## config.mk

```make
export PLATFORM = sky130hd
export DESIGN_NAME = lzd_cmd_fifo
export DESIGN_NICKNAME = d
export VERILOG_FILES = /design/src/rtl/lzd_pkg.sv /design/src/rtl/lzd_cmd_fifo.sv
export SDC_FILE = /design/constraint.sdc
export NUM_CORES = 1
export LEC_CHECK = 0
export ABC_AREA = 1
export BUFFER_PORTS_ARGS = -buffer_cell sky130_fd_sc_hd__buf_2
export CAP_MARGIN = 20
export CORE_AREA = 2 2 96 98
export CTS_BUF_LIST = sky130_fd_sc_hd__clkbuf_16
export DETAILED_ROUTE_END_ITERATION = 8
export DIE_AREA = 0 0 98 100
export PLACE_DENSITY = 0.54
export RECOVER_POWER = 50
export SYNTH_ARGS = -nofsm -noshare
export SYNTH_HDL_FRONTEND = slang
export SYNTH_SLANG_ARGS = --single-unit
```

## constraint.sdc

```tcl
create_clock -name i_clk -period 2.1 [get_ports i_clk]
set_input_delay 0.21 -clock i_clk [delete_from_list [all_inputs] [get_ports i_clk]]
set_output_delay 0.21 -clock i_clk [all_outputs]
set_load 0.02 [all_outputs]
```

## src/rtl/lzd_pkg.sv

```systemverilog
// Shared constants and types for the LZJB decompressor.
package lzd_pkg;

    localparam int WINDOW_SIZE      = 1024;
    localparam int WIN_BITS         = $clog2(WINDOW_SIZE);
    localparam int BANK_DEPTH       = WINDOW_SIZE / 2;
    localparam int BANK_BITS        = WIN_BITS - 1;
    localparam int MAX_OUT_LENGTH   = 65536;
    localparam int LEN_W            = 17;
    localparam int LEN_BITS         = 6;
    localparam int LEN_MIN          = 3;
    localparam int FLAGS_PER_HEADER = 8;
    localparam int OFS_BITS         = 16 - LEN_BITS;
    localparam int MLEN_W           = 7;
    localparam int QUEUE_DEPTH      = 4;
    localparam int QUEUE_AW         = $clog2(QUEUE_DEPTH);
    localparam int QUEUE_CW         = QUEUE_AW + 1;

    typedef enum logic [1:0] {
        CMD_LIT,
        CMD_MATCH,
        CMD_ERR
    } t_cmd_kind;

    // One decoded token: literal byte, back reference or bad-offset report.
    typedef struct packed {
        t_cmd_kind             kind;
        logic [OFS_BITS-1:0]   data;  // literal byte in low bits, or back offset
        logic [MLEN_W-1:0]     len;   // match length after clamping
        logic                  done;  // token ends the block
    } t_cmd;

endpackage

```

## src/rtl/lzd_cmd_fifo.sv

```systemverilog
// Small command queue between the token parser and the copy engine.
module lzd_cmd_fifo (
    input  logic            i_clk,
    input  logic            i_rst_n,
    input  logic            i_push,
    input  lzd_pkg::t_cmd   i_cmd,
    input  logic            i_pop,
    output lzd_pkg::t_cmd   o_cmd,
    output logic            o_empty,
    output logic            o_full
);

    lzd_pkg::t_cmd                r_mem [lzd_pkg::QUEUE_DEPTH];
    logic [lzd_pkg::QUEUE_AW-1:0] r_wr, r_rd;
    logic [lzd_pkg::QUEUE_CW-1:0] r_count;
    logic                         do_push, do_pop;

    assign o_empty = (r_count == '0);
    assign o_full  = (r_count == lzd_pkg::QUEUE_CW'(lzd_pkg::QUEUE_DEPTH));
    assign do_push = i_push && !o_full;
    assign do_pop  = i_pop && !o_empty;
    assign o_cmd   = r_mem[r_rd];

    always_ff @(posedge i_clk) begin
        if (do_push) begin
            r_mem[r_wr] <= i_cmd;
        end
    end

    always_ff @(posedge i_clk) begin
        if (!i_rst_n) begin
            r_wr    <= '0;
            r_rd    <= '0;
            r_count <= '0;
        end else begin
            if (do_push) begin
                r_wr <= r_wr + lzd_pkg::QUEUE_AW'(1);
            end
            if (do_pop) begin
                r_rd <= r_rd + lzd_pkg::QUEUE_AW'(1);
            end
            case ({do_push, do_pop})
                2'b10:   r_count <= r_count + lzd_pkg::QUEUE_CW'(1);
                2'b01:   r_count <= r_count - lzd_pkg::QUEUE_CW'(1);
                default: r_count <= r_count;
            endcase
        end
    end

endmodule

```

==> out/qor.txt <==
Critical Path RT: 1.89 ns
First-pass GRT wire length: 10,200 um
Setup TNS: 0 ns
Critical R2R Launch: r_count[1]
P_leak: 0.00150 uW
Highest Clock Rate: 525 MHz
Gate Count Post-Synth: 264
Layout cell share with drive strength beyond 1: 16.4%
Xor/xnor share of the synthesized area: 0%
N_diodes: 0
Post-DP HPWL: 3990 um
Fin nets: 349
Post-synthesis compound-gate area fraction: 10.5%
Distinct cells, synth: 18
Mux cell area share after synthesis: 0%
Post-CTS setup repair buffer count: 0
Hold path startpoint: i_cmd[9]
Total die area: 9800 um^2
Clock buffer depth: 2
Crit Path Class: reg -> out
Post-DP Area: 3850 um^2
Total Power: 5300 uW
Setup crit start kind: flip-flop
Cell taking the most area after synthesis: edfxtp_1
Global-route usage over all layers: 13.6%
Port Buffers: 45
Proportion of netlist area held by the largest area contributor: 69.8%
Worst-path maximum fanout: 20
Final setup viols: 0
Initial antenna violation count: 0
Final ANT Viol Nets: 0
CTS tree: done
Syn_nets: 294
Depth of the CTS H-tree: 3
Hold Slack: 0.128 ns
GRT overflow: 0
Initial DRT Pass Iterations: 4
Worst Skew: 0.00353 ns
MaxCap Viol Count: 0
Outcome: finished, final reports clean
GPL Wtd Cong: 0.733
Largest net degree at the start of global routing: 41
Post-Synth Adder-Cell Area: 2.40%
Cts repair resizes: 0
Final hold viol count: 0
Ranking of synthesized cells by area: edfxtp_1 70%, o21ai_1 5.8%, nor2_1 5.3%
Final worst-path cycle share: 90.8%
Sequential area share after synthesis: 75.1%
Fill cells: 829
Post-route design area: 4150 um^2
Std-Cell Rows: 35
Clk_lat worst skew: 0.33 ns
RSZ-0062 raised after global routing: no
Core footprint: 8890 um^2
Via count: 2,117
Final Slew Violations: 0
Post-Syn Area: 3440 um^2
Die H: 100 um
Drt total wl: 6390 um
Total CTS buffers: 9
Clock slew at reported path FFs: 0.06 ns
CP arrival: 1.70 ns
Area growth, synth to finish: 20.7%
Flop and latch count out of synthesis: 89
Crit path time final: 1.91 ns
Number of synthesis warnings: 0
Cts hold-fix bufs: 0
Tightest Pin Transition: 0.672 ns
Nature of the critical path endpoint: primary output
Wirelength per Cell: 14.7 um
Initial Utilization: 38.7%
Slew margin rel.: 55.2%
Starting DRC count in detailed routing: 72
Ports: 46
Peak supply drop: 0.526 mV
Drt drc: 0
Main combinational cell family by area after synthesis: compound AO/OA/AOI/OAI gates
Vias in the first global route: 2,080
Vias/cell: 4.87
TritonCTS sink count: 89
CTS root buf: clkbuf_16
Post-Synth Simple-Gate Area: 8.26%
Die W: 98 um
Synth Area per Inst: 13.0 um^2
Pwr per Cell Area: 1280 nW/um^2
HP Class: in -> reg
## power by group
part	internal (uW)	switching, uW
logic	425	920
registers	2110	55.3
clock network	1160	623
total	3700	1600
## critical path, stage by stage (launching register included)
cell and delay (ns):
dfxtp_1 0.31, inv_1 0.49, o21ai_1 0.15, o22ai_1 0.21
buf_2 0.21
## metal layers
metal | global-route usage (%) | up-vias | part of all wire, %
met2 | 22.8 | 42 | 50
met5 | 0 | - | 0
met4 | 6.84 | 0 | 1.5
met1 | 17.1 | 1009 | 45
li1 | - | 1057 | -
met3 | 2.65 | 9 | 3.0
## layout by cell type (no fill, tap or decap)
cell	count
dfxtp_1	9
clkinv_4	2
buf_4	8
o21ai_1	40
nand2_1	14
ha_1	5
fa_1	1
clkinv_1	1
buf_12	1
clkbuf_16	9
clkinvlp_4	1
o22ai_1	20
nor2_2	2
nor2_1	48
buf_2	25
clkbuf_1	22
bufinv_16	3
nand2_4	1
inv_2	1
inv_1	19
o21ai_0	2
nand3_1	5
edfxtp_1	80
a21oi_1	5
## cell type report
class	count	area (um^2)	area share, %
clock buffers	9	225	5.42
clock inverters	7	119	2.86
inverters	20	75.1	1.81
multi-input cells	143	724	17.4
flip-flops and latches	89	2580	62.2
well taps	111	139	3.34
repair buffers	56	288	6.93
## per-stage QoR
stage / setup slack, ns / instances / util (%)
after detailed placement: 0.337 / 419 / 43.3
after CTS: 0.109 / 435 / 47.2
final: 0.194 / 435 / 46.7
after floorplan: 0.256 / 264 / -
after global routing: 0.0406 / 435 / 46.7
after global placement: 0.388 / 419 / 43.3
## cells by family after synthesis
family	Yosys count
AO/OA/AOI/OAI	67
adder cells (fa/ha/maj)	6
buffers and inverters	32
flip-flops	89
AND/OR/NAND/NOR	70
## flip-flops by register name, indices dropped and copies added (netlist names), named ones only
name	cells
r_count	3
r_rd	2
r_wr	2
r_mem	80
## synthesized netlist by cell type, drive strengths merged
cell type	n
edfxtp	80
nor2	50
o21ai	42
inv	20
o22ai	20
nand2	15
dfxtp	9
buf	8
a21oi	5
ha	5
nand3	5
clkbuf	4
fa	1
## path summary, 6_finish.rpt
check	end	slack [ns]	depth (start not counted)
hold / removal	r_mem[3][9]	0.13	1
setup reg to reg	r_count[2]	0.32	12
hold reg to reg	r_rd[1]	0.51	2
setup / recovery	o_cmd[9]	0.19	4
No activity file was read; power rests on OpenSTA's default activity.
