<file path="src/rtl/lzd_pkg.sv">
// Shared constants and types for the LZJB decompressor.
package lzd_pkg;

    localparam int WINDOW_SIZE      = 1024;
    localparam int WIN_BITS         = $clog2(WINDOW_SIZE);
    localparam int BANK_DEPTH       = WINDOW_SIZE / 2;
    localparam int BANK_BITS        = WIN_BITS - 1;
    localparam int MAX_OUT_LENGTH   = 65536;
    localparam int LEN_W            = 17;
    localparam int LEN_BITS         = 6;
    localparam int LEN_MIN          = 3;
    localparam int FLAGS_PER_HEADER = 8;
    localparam int OFS_BITS         = 16 - LEN_BITS;
    localparam int MLEN_W           = 7;
    localparam int QUEUE_DEPTH      = 4;
    localparam int QUEUE_AW         = $clog2(QUEUE_DEPTH);
    localparam int QUEUE_CW         = QUEUE_AW + 1;

    typedef enum logic [1:0] {
        CMD_LIT,
        CMD_MATCH,
        CMD_ERR
    } t_cmd_kind;

    // One decoded token: literal byte, back reference or bad-offset report.
    typedef struct packed {
        t_cmd_kind             kind;
        logic [OFS_BITS-1:0]   data;  // literal byte in low bits, or back offset
        logic [MLEN_W-1:0]     len;   // match length after clamping
        logic                  done;  // token ends the block
    } t_cmd;

endpackage

</file>
<file path="src/rtl/lzd_front.sv">
// Front end: takes compressed bytes, parses headers and tokens, queues commands.
module lzd_front (
    input  logic                           i_clk,
    input  logic                           i_rst_n,
    input  logic                           i_in_valid,
    output logic                           o_in_ready,
    input  logic [7:0]                     i_comp_byte,
    input  logic                           i_block_start,
    input  logic [lzd_pkg::LEN_W-1:0]      i_out_length,
    input  logic                           i_full,
    output logic                           o_push,
    output lzd_pkg::t_cmd                  o_cmd
);

    logic [7:0]                  r_flag_byte, n_flag_byte;
    logic [3:0]                  r_flag_pos, n_flag_pos;
    logic [7:0]                  r_high, n_high;
    logic                        r_half, n_half;
    logic [lzd_pkg::LEN_W-1:0]   r_prod, n_prod;
    logic [lzd_pkg::LEN_W-1:0]   r_target, n_target;
    logic                        r_fin, n_fin;

    logic                        accept;
    logic [lzd_pkg::LEN_W-1:0]   len_clamped;
    logic [3:0]                  e_flag_pos;
    logic                        e_half;
    logic [lzd_pkg::LEN_W-1:0]   e_prod;
    logic [lzd_pkg::LEN_W-1:0]   e_target;
    logic                        e_fin;
    logic [lzd_pkg::LEN_W-1:0]   left;
    logic [lzd_pkg::MLEN_W-1:0]  mlen_raw;
    logic [lzd_pkg::MLEN_W-1:0]  mlen;
    logic [lzd_pkg::OFS_BITS-1:0] offset;

    assign o_in_ready = !i_full;
    assign accept     = i_in_valid && o_in_ready;

    assign len_clamped = (i_out_length > lzd_pkg::LEN_W'(lzd_pkg::MAX_OUT_LENGTH))
                       ? lzd_pkg::LEN_W'(lzd_pkg::MAX_OUT_LENGTH) : i_out_length;

    // block start wipes the parse state before this byte is looked at
    assign e_flag_pos = i_block_start ? 4'(lzd_pkg::FLAGS_PER_HEADER) : r_flag_pos;
    assign e_half     = i_block_start ? 1'b0 : r_half;
    assign e_prod     = i_block_start ? '0 : r_prod;
    assign e_target   = i_block_start ? len_clamped : r_target;
    assign e_fin      = i_block_start ? (len_clamped == '0) : r_fin;

    assign left     = e_target - e_prod;
    assign mlen_raw = lzd_pkg::MLEN_W'(r_high[7:8-lzd_pkg::LEN_BITS])
                    + lzd_pkg::MLEN_W'(lzd_pkg::LEN_MIN);
    assign mlen     = (lzd_pkg::LEN_W'(mlen_raw) > left) ? lzd_pkg::MLEN_W'(left) : mlen_raw;
    assign offset   = {r_high[lzd_pkg::OFS_BITS-9:0], i_comp_byte};

    always_comb begin
        n_flag_byte = r_flag_byte;
        n_flag_pos  = e_flag_pos;
        n_high      = r_high;
        n_half      = e_half;
        n_prod      = e_prod;
        n_target    = e_target;
        n_fin       = e_fin;
        o_push      = 1'b0;
        o_cmd.kind  = lzd_pkg::CMD_LIT;
        o_cmd.data  = lzd_pkg::OFS_BITS'(i_comp_byte);
        o_cmd.len   = '0;
        o_cmd.done  = 1'b0;
        if (!accept) begin
            n_flag_pos = r_flag_pos;
            n_half     = r_half;
            n_prod     = r_prod;
            n_target   = r_target;
            n_fin      = r_fin;
        end else if (!e_fin) begin
            if (e_flag_pos >= 4'(lzd_pkg::FLAGS_PER_HEADER)) begin
                n_flag_byte = i_comp_byte;
                n_flag_pos  = '0;
            end else if (!r_flag_byte[e_flag_pos[2:0]]) begin
                // literal
                n_flag_pos = e_flag_pos + 4'd1;
                n_prod     = e_prod + lzd_pkg::LEN_W'(1);
                n_fin      = (left <= lzd_pkg::LEN_W'(1));
                o_push     = 1'b1;
                o_cmd.kind = lzd_pkg::CMD_LIT;
                o_cmd.done = (left <= lzd_pkg::LEN_W'(1));
            end else if (!e_half) begin
                n_high = i_comp_byte;
                n_half = 1'b1;
            end else begin
                n_half     = 1'b0;
                n_flag_pos = e_flag_pos + 4'd1;
                o_push     = 1'b1;
                o_cmd.data = offset;
                if (offset == '0 || lzd_pkg::LEN_W'(offset) > e_prod) begin
                    o_cmd.kind = lzd_pkg::CMD_ERR;
                    n_fin      = 1'b1;
                end else begin
                    o_cmd.kind = lzd_pkg::CMD_MATCH;
                    o_cmd.len  = mlen;
                    o_cmd.done = (lzd_pkg::LEN_W'(mlen_raw) >= left);
                    n_prod     = e_prod + lzd_pkg::LEN_W'(mlen);
                    n_fin      = (lzd_pkg::LEN_W'(mlen_raw) >= left);
                end
            end
        end
    end

    always_ff @(posedge i_clk) begin
        if (!i_rst_n) begin
            r_flag_byte <= '0;
            r_flag_pos  <= 4'(lzd_pkg::FLAGS_PER_HEADER);
            r_high      <= '0;
            r_half      <= 1'b0;
            r_prod      <= '0;
            r_target    <= '0;
            r_fin       <= 1'b1;
        end else begin
            r_flag_byte <= n_flag_byte;
            r_flag_pos  <= n_flag_pos;
            r_high      <= n_high;
            r_half      <= n_half;
            r_prod      <= n_prod;
            r_target    <= n_target;
            r_fin       <= n_fin;
        end
    end

endmodule

</file>
<file path="config.mk">
export PLATFORM = sky130hd
export DESIGN_NAME = lzd_front
export DESIGN_NICKNAME = d
export VERILOG_FILES = /design/src/rtl/lzd_pkg.sv /design/src/rtl/lzd_front.sv
export SDC_FILE = /design/constraint.sdc
export NUM_CORES = 1
export LEC_CHECK = 0
export ABC_AREA = 1
export ABC_CLOCK_PERIOD_IN_PS = 9700
export BUFFER_PORTS_ARGS = -buffer_cell sky130_fd_sc_hd__buf_2
export CORE_UTILIZATION = 40
export CTS_CLUSTER_DIAMETER = 100
export DETAILED_ROUTE_END_ITERATION = 16
export SETUP_SLACK_MARGIN = 0.3
export SYNTH_ARGS = -nofsm -noshare
export SYNTH_HDL_FRONTEND = slang
export SYNTH_SLANG_ARGS = --single-unit
</file>
<file path="constraint.sdc">
create_clock -name i_clk -period 9.7 [get_ports i_clk]
set_clock_uncertainty 0.1 [all_clocks]
set_input_delay 1.94 -clock i_clk [delete_from_list [all_inputs] [get_ports i_clk]]
set_output_delay 1.94 -clock i_clk [all_outputs]
set_load 0.01 [all_outputs]
</file>
==> results.toml <==
[worst_hold_path]
hp-class = "flop to flop"

[route]
drt-total-wl_um = 17100
dr_total_vias = 5881
drtIter0Drc = 418
postRouteAntennaNets = 0
route.detailed.drc = 0
viasPerCell = 5.14
wire_per_inst_um = 14.9
first_pass_iters = 6

[timing]
max_freq_mhz = 123
setup_violations = 0
fin_hold_ws_ns = 0.364
hold_viol_final = 0
rsz0062_at_grt = "false"
worst_slew_pin_slew_ns = 0.749
post-route-min-period_ns = 8.12
slew_viol_final = 0
post-route-period-util_pct = 83.7
relSlewSlack_pct = 50.0
setup-tns-final_ns = 0

[clocking]
post_cts_buffers = 0
worstSkewPairLatency_ns = 0.32
path_clk_slew_ns = 0.08
cts_tree = "built"
clockBufferDepth = 2
root_buffer = "clkbuf_16"
cts_made_buffers = 5
htreeDepth = 2
clock-sinks = 56
cts_resized = 0
cts-hold-fix-buffers = 0

[synth]
synth_commonest_cells = "nand2_1 (264), inv_1 (141), nor2_1 (80)"
synth_cells = 940
synth_edf_count = 0
synth_top_cell_by_area = "dfxtp_1"
syn_nets = 1016
async_reset_ff_share_pct = 0
synth.most_common_cell = "nand2_1"
ys.flop_type = "dfxtp_1"
synth-seq-cells = 56
synth_seq_area_share_pct = 20.0
synth_area_leaders = "dfxtp_1 (20%), nand2_1 (18%), ha_1 (9.8%)"
yosysUniqueCellTypes = 47
avgSynthCellArea_um2 = 5.95
synth.cell_area_um2 = 5600
yosys_warnings = 0
synth_top_area_share_pct = 20.0

[global_routing]
grt_pass1_wl_um = 27300
antenna_found_initial = 0
grt_pass1_vias = 5207
gr-usage-all-layers_pct = 24.4
overflow = 0
grt_max_degree = 44

[cells_and_area]
final_cells = 1145
nNetsFinal = 1044
drive_gt1_share_pct = 10.1
area_growth_pct = 8.23
n_fill_cell = 1494
antenna_cells = 0

[critical_path]
critical_path_arrival_ns = 6.08
cp_max_fo = 13
crit_path_start_kind = "input pin"
worst_setup_path_end_kind = "output pin"
worst-endpoint-required_ns = 7.66
path_class = "input pin to output pin"

[power]
p_comb_share_pct = 30.6
power_density_nw_per_um2 = 106
internal_power_mw = 0.405
p_sw_mw = 0.237
p_leak_nw = 3.02
seq_power_share_pct = 37.6
switching_share_pct = 36.9
finalPower_mw = 0.642
ir_worst_vdd_mv = 0.0718
clkPwrFrac_pct = 31.8

[floorplan]
std_cell_rows = 42
dieArea_um2 = 14500
coreArea_um2 = 13500
die_width_um = 120
start_util_pct = 41.6
io_pins = 52
die_y_um = 120

[flow_run]
drv_cap = 0

[status]
outcome = "finished clean"

[placed_design]
dpl.cell_count = 1137
port_buffers = 51
place_congestion = 0.904
dpl.hpwl_um = 13400
[path summary, 6_finish.rpt]
path,start,to,slack (ns),depth (start not counted)
worst max-delay path,i_out_length[10],o_cmd[7],1.58,27
worst min-delay path,r_flag_byte[1]$_SDFFE_PN0P_,r_flag_byte[1]$_SDFFE_PN0P_,0.36,2
worst max register to register,r_prod[0]$_SDFFE_PN0P_,r_prod[13]$_SDFFE_PN0P_,3.81,32
worst min register to register,r_flag_byte[1]$_SDFFE_PN0P_,r_flag_byte[1]$_SDFFE_PN0P_,0.36,2
[through the flow]
step | cell area (um^2) | setup slack, ns | util, %
final | 6060 | 1.58 | 45.0
after global routing | 6060 | 1.06 | 45.0
after CTS | 6060 | 1.57 | 45.0
after detailed placement | 5900 | 1.60 | 43.9
after global placement | 5900 | 1.65 | 43.9
after floorplan | 5600 | 2.43 | -
[registers in the layout, indices dropped and copies added, names as in the netlist]
signal / flops
r_prod: 17
r_target: 17
r_flag_byte: 8
r_high: 8
r_flag_pos: 4
r_fin: 1
r_half: 1
[layout by cell type, fill, tap and decap left out, types with 2 or more instances in the layout]
| cell type | count |
|---|---|
| nand2_1 | 264 |
| inv_1 | 141 |
| nor2_1 | 80 |
| a21oi_1 | 79 |
| o21ai_0 | 59 |
| dfxtp_1 | 56 |
| nand3_1 | 53 |
| buf_2 | 51 |
| ha_1 | 44 |
| o21ai_1 | 13 |
| xor2_1 | 13 |
| nand4_1 | 12 |
| nor3_1 | 10 |
| xnor2_1 | 8 |
| a31oi_1 | 8 |
| nand2_2 | 7 |
| nor4_1 | 7 |
| nand2_4 | 5 |
| inv_2 | 5 |
| nor2_2 | 5 |
| clkbuf_16 | 5 |
| o211ai_1 | 4 |
| nand3b_1 | 4 |
| inv_6 | 3 |
| nor3_2 | 3 |
| or2_2 | 3 |
| o221ai_1 | 2 |
| o21ai_2 | 2 |
| a21oi_2 | 2 |
| o22ai_1 | 2 |
| fa_1 | 2 |
| buf_4 | 2 |
[layer usage]
layer  global-route usage [%]  vias to the layer above  part of all wire (%)
met5                        0                        -                     0
met2                     37.9                      180                    43
met4                     6.79                        0                   1.4
met3                     3.11                       15                   6.0
li1                         -                     3079                     -
met1                     35.2                     2607                    50
[critical path, cell delays in order]
cell and delay, ns:
buf_2 0.11, or2_0 0.21, nor4_1 0.23, nand3_1 0.12, nand2_2 0.22, nand2_1 0.14
o21ai_0 0.28, ha_1 0.35, a21oi_1 0.16, nand2_1 0.15, nand2_1 0.09, nand2_1 0.11
xor2_1 0.31, inv_1 0.08, ha_1 0.29, nand2_1 0.06, inv_1 0.07, nand3_1 0.06
nor2_1 0.10, nand2_1 0.06, nor2_1 0.09, nand3_1 0.13, nand2_1 0.18, nor2_1 0.06
a21oi_1 0.24, nor2_1 0.06, buf_2 0.14
[power by group through the flow]
stage | registers [mW] | logic [mW] | clock network, mW
after global routing | 0.242 | 0.225 | 0.217
after detailed placement | 0.246 | 0.195 | 0
after floorplan | 0.245 | 0.146 | 0
after CTS | 0.241 | 0.196 | 0.208
final | 0.241 | 0.197 | 0.204
after global placement | 0.246 | 0.195 | 0
[cell families after synthesis]
family / after synthesis / share of synthesized area, %
simple gates: 458 / 35.3
buf+inv: 181 / 13.5
compound gates: 178 / 17.3
flops: 56 / 20.0
fa+ha+maj: 46 / 10.6
xor+xnor: 21 / 3.29
[final cells by class]
cell class	instances	area (um^2)	share of cell area (%)
multi-input cells	703	3720	61.5
flip-flops and latches	56	1120	18.5
inverters	149	567	9.36
repair buffers	53	270	4.46
well taps	176	220	3.64
clock buffers	6	139	2.29
clock inverters	2	17.5	0.289
Note: power is estimated with default switching activity, not from simulation.
